[config.mk]
export PLATFORM = sky130hd
export DESIGN_NAME = sprc_classify
export DESIGN_NICKNAME = d
export VERILOG_FILES = /design/src/hw/rtl/segment_pair_relation_classifier_unit_defines.svh /design/src/hw/rtl/sprc_pkg.sv /design/src/hw/rtl/sprc_classify.sv
export SDC_FILE = /design/constraint.sdc
export NUM_CORES = 2
export LEC_CHECK = 0
export ABC_AREA = 1
export BUFFER_PORTS_ARGS = -buffer_cell sky130_fd_sc_hd__buf_2
export CAP_MARGIN = 20
export CORE_UTILIZATION = 30
export DETAILED_ROUTE_END_ITERATION = 7
export PLACE_DENSITY = 0.51
export SLEW_MARGIN = 20
export SYNTH_ARGS = -nofsm -noshare
export SYNTH_HDL_FRONTEND = slang
export SYNTH_SLANG_ARGS = --single-unit
[constraint.sdc]
create_clock -name vclk -period 16.3
set_input_delay 0.815 -clock vclk [all_inputs]
set_output_delay 0.815 -clock vclk [all_outputs]
set_load 0.02 [all_outputs]
[src/hw/rtl/segment_pair_relation_classifier_unit_defines.svh]
// ---------------------------------------------------------------------------
// segment pair relation classifier assertion macros
// concurrent assertion wrappers, empty when SYNTH is defined
// ---------------------------------------------------------------------------
`ifndef SEGMENT_PAIR_RELATION_CLASSIFIER_UNIT_DEFINES_SVH
`define SEGMENT_PAIR_RELATION_CLASSIFIER_UNIT_DEFINES_SVH

`ifndef SYNTH
`define SPRC_ASSERT_IMP(lbl, clk, rst_n, ante, cons, msg) \
	lbl: assert property (@(posedge clk) disable iff (!rst_n) (ante) |-> (cons)) \
		else $error(msg);
`define SPRC_ASSERT_NXT(lbl, clk, rst_n, ante, cons, msg) \
	lbl: assert property (@(posedge clk) disable iff (!rst_n) (ante) |=> (cons)) \
		else $error(msg);
`else
`define SPRC_ASSERT_IMP(lbl, clk, rst_n, ante, cons, msg)
`define SPRC_ASSERT_NXT(lbl, clk, rst_n, ante, cons, msg)
`endif

`endif

[src/hw/rtl/sprc_pkg.sv]
// ---------------------------------------------------------------------------
// sprc_pkg
// shared constants and types of the segment pair relation classifier
// ---------------------------------------------------------------------------
package sprc_pkg;

	localparam int COORD_WIDTH_DEF = 24;
	localparam int FRAC_BITS_DEF   = 8;
	localparam int TOL_WIDTH       = 16;
	localparam logic [TOL_WIDTH-1:0] TOL_RESET = 16'd1;
	localparam int OUT_TDATA_W     = 8;

	typedef enum logic [1:0] {
		REL_DISJOINT = 2'd0,
		REL_TOUCH    = 2'd1,
		REL_OVERLAP  = 2'd2,
		REL_CROSSING = 2'd3
	} rel_t;

	typedef struct packed {
		logic connected;
		rel_t relation;
	} res_t;

endpackage

[src/hw/rtl/sprc_classify.sv]
// ---------------------------------------------------------------------------
// sprc_classify
// tolerance compares and relation decision from registered cross terms
// ---------------------------------------------------------------------------
module sprc_classify #(
	parameter int COORD_WIDTH = sprc_pkg::COORD_WIDTH_DEF,
	parameter int FRAC_BITS   = sprc_pkg::FRAC_BITS_DEF
) (
	input  logic [8*COORD_WIDTH-1:0]              crd,
	input  logic [7:0][2*(COORD_WIDTH+1)-1:0]     pp,
	input  logic [sprc_pkg::TOL_WIDTH-1:0]        tol,
	input  logic                                  junction_present,
	output sprc_pkg::res_t                        res
);
	import sprc_pkg::*;

	localparam int CW = COORD_WIDTH;
	localparam int D  = CW + 1;
	localparam int P  = 2 * D;
	localparam int C  = P + 1;
	localparam int TF = TOL_WIDTH + FRAC_BITS + 1;
	localparam int XW = ((C > TF) ? C : TF) + 1;
	localparam int EW = ((D > TOL_WIDTH) ? D : TOL_WIDTH) + 2;

	function automatic logic signed [EW-1:0] ext(input logic [CW-1:0] v);
		return EW'($signed(v));
	endfunction

	function automatic logic near_eq(input logic signed [EW-1:0] a,
	                                 input logic signed [EW-1:0] b,
	                                 input logic signed [EW-1:0] t);
		return ((a - b) <= t) && ((b - a) <= t);
	endfunction

	function automatic logic signed [EW-1:0] smin(input logic signed [EW-1:0] a,
	                                              input logic signed [EW-1:0] b);
		return (a < b) ? a : b;
	endfunction

	function automatic logic signed [EW-1:0] smax(input logic signed [EW-1:0] a,
	                                              input logic signed [EW-1:0] b);
		return (a > b) ? a : b;
	endfunction

	function automatic logic in_range(input logic signed [EW-1:0] v,
	                                  input logic signed [EW-1:0] a,
	                                  input logic signed [EW-1:0] b,
	                                  input logic signed [EW-1:0] t);
		return ((smin(a, b) - t) <= v) && (v <= (smax(a, b) + t));
	endfunction

	function automatic logic signed [EW-1:0] sabs(input logic signed [EW-1:0] v);
		return (v < 0) ? -v : v;
	endfunction

	logic signed [EW-1:0] a0x, a0y, a1x, a1y, b0x, b0y, b1x, b1y;
	logic signed [EW-1:0] tol_e;
	logic [XW-1:0]        tolc_u;
	logic signed [XW-1:0] tolc, ntolc;
	logic signed [XW-1:0] cr [4];
	logic [3:0]           nz, ab, be;
	logic                 ap, bp, pts_same;
	logic                 on_a0, on_a1, on_b0, on_b1;
	logic                 colin, ux, col_disj, col_touch, crossing;
	logic signed [EW-1:0] p0, p1, q0, q1, lo, hi;
	rel_t                 rel;

	assign a0x = ext(crd[0*CW +: CW]);
	assign a0y = ext(crd[1*CW +: CW]);
	assign a1x = ext(crd[2*CW +: CW]);
	assign a1y = ext(crd[3*CW +: CW]);
	assign b0x = ext(crd[4*CW +: CW]);
	assign b0y = ext(crd[5*CW +: CW]);
	assign b1x = ext(crd[6*CW +: CW]);
	assign b1y = ext(crd[7*CW +: CW]);

	assign tol_e  = $signed(EW'(tol));
	assign tolc_u = XW'(tol) << FRAC_BITS;
	assign tolc   = $signed(tolc_u);
	assign ntolc  = -tolc;

	// order: b0 and b1 against a, then a0 and a1 against b
	always_comb begin
		for (int i = 0; i < 4; i++) begin
			cr[i] = XW'($signed(pp[2*i])) - XW'($signed(pp[2*i+1]));
			nz[i] = (cr[i] >= ntolc) && (cr[i] <= tolc);
			ab[i] = cr[i] > tolc;
			be[i] = cr[i] < ntolc;
		end
	end

	assign ap       = near_eq(a0x, a1x, tol_e) && near_eq(a0y, a1y, tol_e);
	assign bp       = near_eq(b0x, b1x, tol_e) && near_eq(b0y, b1y, tol_e);
	assign pts_same = near_eq(a0x, b0x, tol_e) && near_eq(a0y, b0y, tol_e);

	assign on_a0 = nz[2] && in_range(a0x, b0x, b1x, tol_e) && in_range(a0y, b0y, b1y, tol_e);
	assign on_a1 = nz[3] && in_range(a1x, b0x, b1x, tol_e) && in_range(a1y, b0y, b1y, tol_e);
	assign on_b0 = nz[0] && in_range(b0x, a0x, a1x, tol_e) && in_range(b0y, a0y, a1y, tol_e);
	assign on_b1 = nz[1] && in_range(b1x, a0x, a1x, tol_e) && in_range(b1y, a0y, a1y, tol_e);

	// collinear pairs: overlap measured on the dominant axis of segment a
	assign colin     = nz[0] && nz[1];
	assign ux        = sabs(a1x - a0x) >= sabs(a1y - a0y);
	assign p0        = ux ? a0x : a0y;
	assign p1        = ux ? a1x : a1y;
	assign q0        = ux ? b0x : b0y;
	assign q1        = ux ? b1x : b1y;
	assign lo        = smax(smin(p0, p1), smin(q0, q1));
	assign hi        = smin(smax(p0, p1), smax(q0, q1));
	assign col_disj  = hi < (lo - tol_e);
	assign col_touch = near_eq(lo, hi, tol_e);

	assign crossing = ((be[0] && ab[1]) || (ab[0] && be[1])) &&
	                  ((be[2] && ab[3]) || (ab[2] && be[3]));

	always_comb begin
		priority if (ap && bp) begin
			rel = pts_same ? REL_TOUCH : REL_DISJOINT;
		end else if (ap) begin
			rel = on_a0 ? REL_TOUCH : REL_DISJOINT;
		end else if (bp) begin
			rel = on_b0 ? REL_TOUCH : REL_DISJOINT;
		end else if (colin) begin
			rel = col_disj ? REL_DISJOINT : (col_touch ? REL_TOUCH : REL_OVERLAP);
		end else if (on_a0 || on_a1 || on_b0 || on_b1) begin
			rel = REL_TOUCH;
		end else if (crossing) begin
			rel = REL_CROSSING;
		end else begin
			rel = REL_DISJOINT;
		end
	end

	always_comb begin
		res.relation = rel;
		unique case (rel)
			REL_TOUCH, REL_OVERLAP: res.connected = 1'b1;
			REL_CROSSING:           res.connected = junction_present;
			default:                res.connected = 1'b0;
		endcase
	end

endmodule

==> results.md <==
- Syn Inst Count: around 10000
- Vias in the first global route: 74820
- Slew HR: 13.85%
- Global-route wire length before repair: approximately 520 mm
- Die H: 464.6 µm
- Non-Filler Instances: 13900
- Post-DRT Antenna Nets: 0
- Count leader, synth: nand2_1
- Final TNS setup: 0 ps
- Row count: 169
- DRC errors left: 46
- Die width: around 460 µm
- Synth top area cells: ha_1 (33%), nand2_1 (11%), a21oi_1 (9.3%)
- DRT Pass-1 Iters: 8
- Status: complete, but fails checks
- Top-area cell type share of the netlist area: 33.47%
- Nets: 13420
- Post-synthesis sequential area ratio: 0%
- Pin count of the biggest net entering global routing: 49
- Crit path capture type: primary output
- Critical path startpoint category: input pin
- CP required: 15490 ps
- Crit Path Category: input pin to primary output
- GRT Total Usage: 32.77%
- Slowest cell delay on critical path: around 490 ps
- Most used cell, CP: nand2_1
- Ys Warns: 0
- GPL Wtd Cong: 1.049
- HPWL Detailed: around 320 mm
- Slew @ Worst Pin: around 1300 ps
- FF+latch area: 0 µm²
- Initial antenna violation count: 81
- Top cells by count, synth: nand2_1 (1912), ha_1 (1717), inv_1 (1361)
- Fin crit share: 95.11%
- Share of layout cells above drive strength 1: 11.50%
- Cell taking the most area after synthesis: ha_1
- Routed wire length per instance: 26.64 µm
- 1st-iter DRT viols: 7097
- Die ar.: between 200000 and 250000 µm²
- Seq cells: 0
- Number of I/O port buffers: 612
- Clock buf count: 0
- Final hold violation count: 0
- Filler cell count: 23720
- Max-cap violations: 0
- Mapped Area: 64190 µm²
- Routed wire length: 370.4 mm
- Setup violations, final: 0
- Worst-path fanout max: 38
- Area Overhead vs Synth: 15.63%
- Fmax: 0.06450 GHz
- Avg Inst Size Synth: 6.326 µm²
- Via density: between 5 and 6
- Max Slew Vio Count: 0
- Slowest CP cell: o21ai_0
- Via count: 78190
- Failing checks: DRC
- Area of the core: ~210000 µm²
- Total grt overflow: 0
- Hold crit path type: input pin to primary output
- Synth unique cells: 74
- CP arrival: roughly 15000 ps
- Period minus WS final: 15500 ps
- Placed cells: 13870
- I/O pin total: 612
- Initial Util: between 30 and 40%
==> through the flow <==
| stage | utilization (%) | cell area (µm²) | hold WS (ps) | setup slack (ps) |
|---|---|---|---|---|
| 2_1_floorplan | - | 64190 | 1849 | 875.9 |
| 5_1_grt | 34.94 | 74170 | 2057 | -42.13 |
| 4_1_cts | 34.79 | 73850 | 1998 | 114.8 |
| 3_5_place_dp | 34.78 | 73840 | 1993 | -91.05 |
| 6_report | 34.96 | 74210 | 1996 | 797.2 |
| 3_3_place_gp | 34.77 | 73820 | 2018 | 66.82 |
==> routing by layer <==
metal  track usage [%]  vias up  share of wire (%)
li1                  -    37000                  -
met1             39.43    36560                 40
met2             54.43     3578                 45
met3             5.460      984                7.8
met4             19.61       68                7.2
met5                 0        -               0.12
==> final timing paths <==
| path | startpoint | endpoint | slack (ps) | cells after the start |
|---|---|---|---|---|
| max | crd[53] | res[2] | 800 | 81 |
| min | junction_present | res[2] | 2000 | 4 |
==> worst max-delay path, delay by kind of cell <==
family	cells	cell delay, ps
adders and majority gates	7	2370
xor gates and xnor gates	3	750
and+or+nand+nor	32	4390
AOI/OAI and AO/OA	23	3900
buffers and inverters	16	2390
==> layout by cell type (no fill, tap or decap), drive strengths merged, types with 13 or more instances in the layout <==
| cell type | instances |
|---|---|
| a21oi | 1198 |
| diode | 22 |
| a221oi | 40 |
| o21a | 62 |
| a31oi | 113 |
| nand3b | 13 |
| o211ai | 61 |
| a21boi | 22 |
| a211oi | 93 |
| o31ai | 20 |
| inv | 1367 |
| a21o | 50 |
| o2111ai | 24 |
| nand3 | 303 |
| o221ai | 75 |
| buf | 1113 |
| xor2 | 506 |
| nor3 | 116 |
| nand4 | 188 |
| o21bai | 22 |
| nor4 | 78 |
| xnor2 | 232 |
| nand2 | 1925 |
| nor2 | 660 |
| o221a | 19 |
| fa | 27 |
| ha | 1717 |
| o21ai | 895 |
==> final cells by class <==
class	count	area, µm²	area share, %
inverters	1372	5161	6.954
repair buffers	1117	6970	9.392
diodes	22	55.05	0.07418
well taps	2821	3530	4.756
multi-input cells	8572	58500	78.82
==> kinds of logic (layout without fill, tap and decap cells) <==
family,Yosys count,in the layout,synth area share (%)
xor+xnor,738,738,10.08
buf+inv,1577,2489,9.296
simple gates,3335,3335,21.88
fa+ha+maj,1744,1744,34.31
other cells,2,26,0.01170
compound gates,2751,2751,24.41
==> timing repair <==
action,CTS,global route
pin swaps,0,4
hold buffers,0,0
resized for setup,2,77
setup buffers,0,9
setup endpoints to repair,1,3
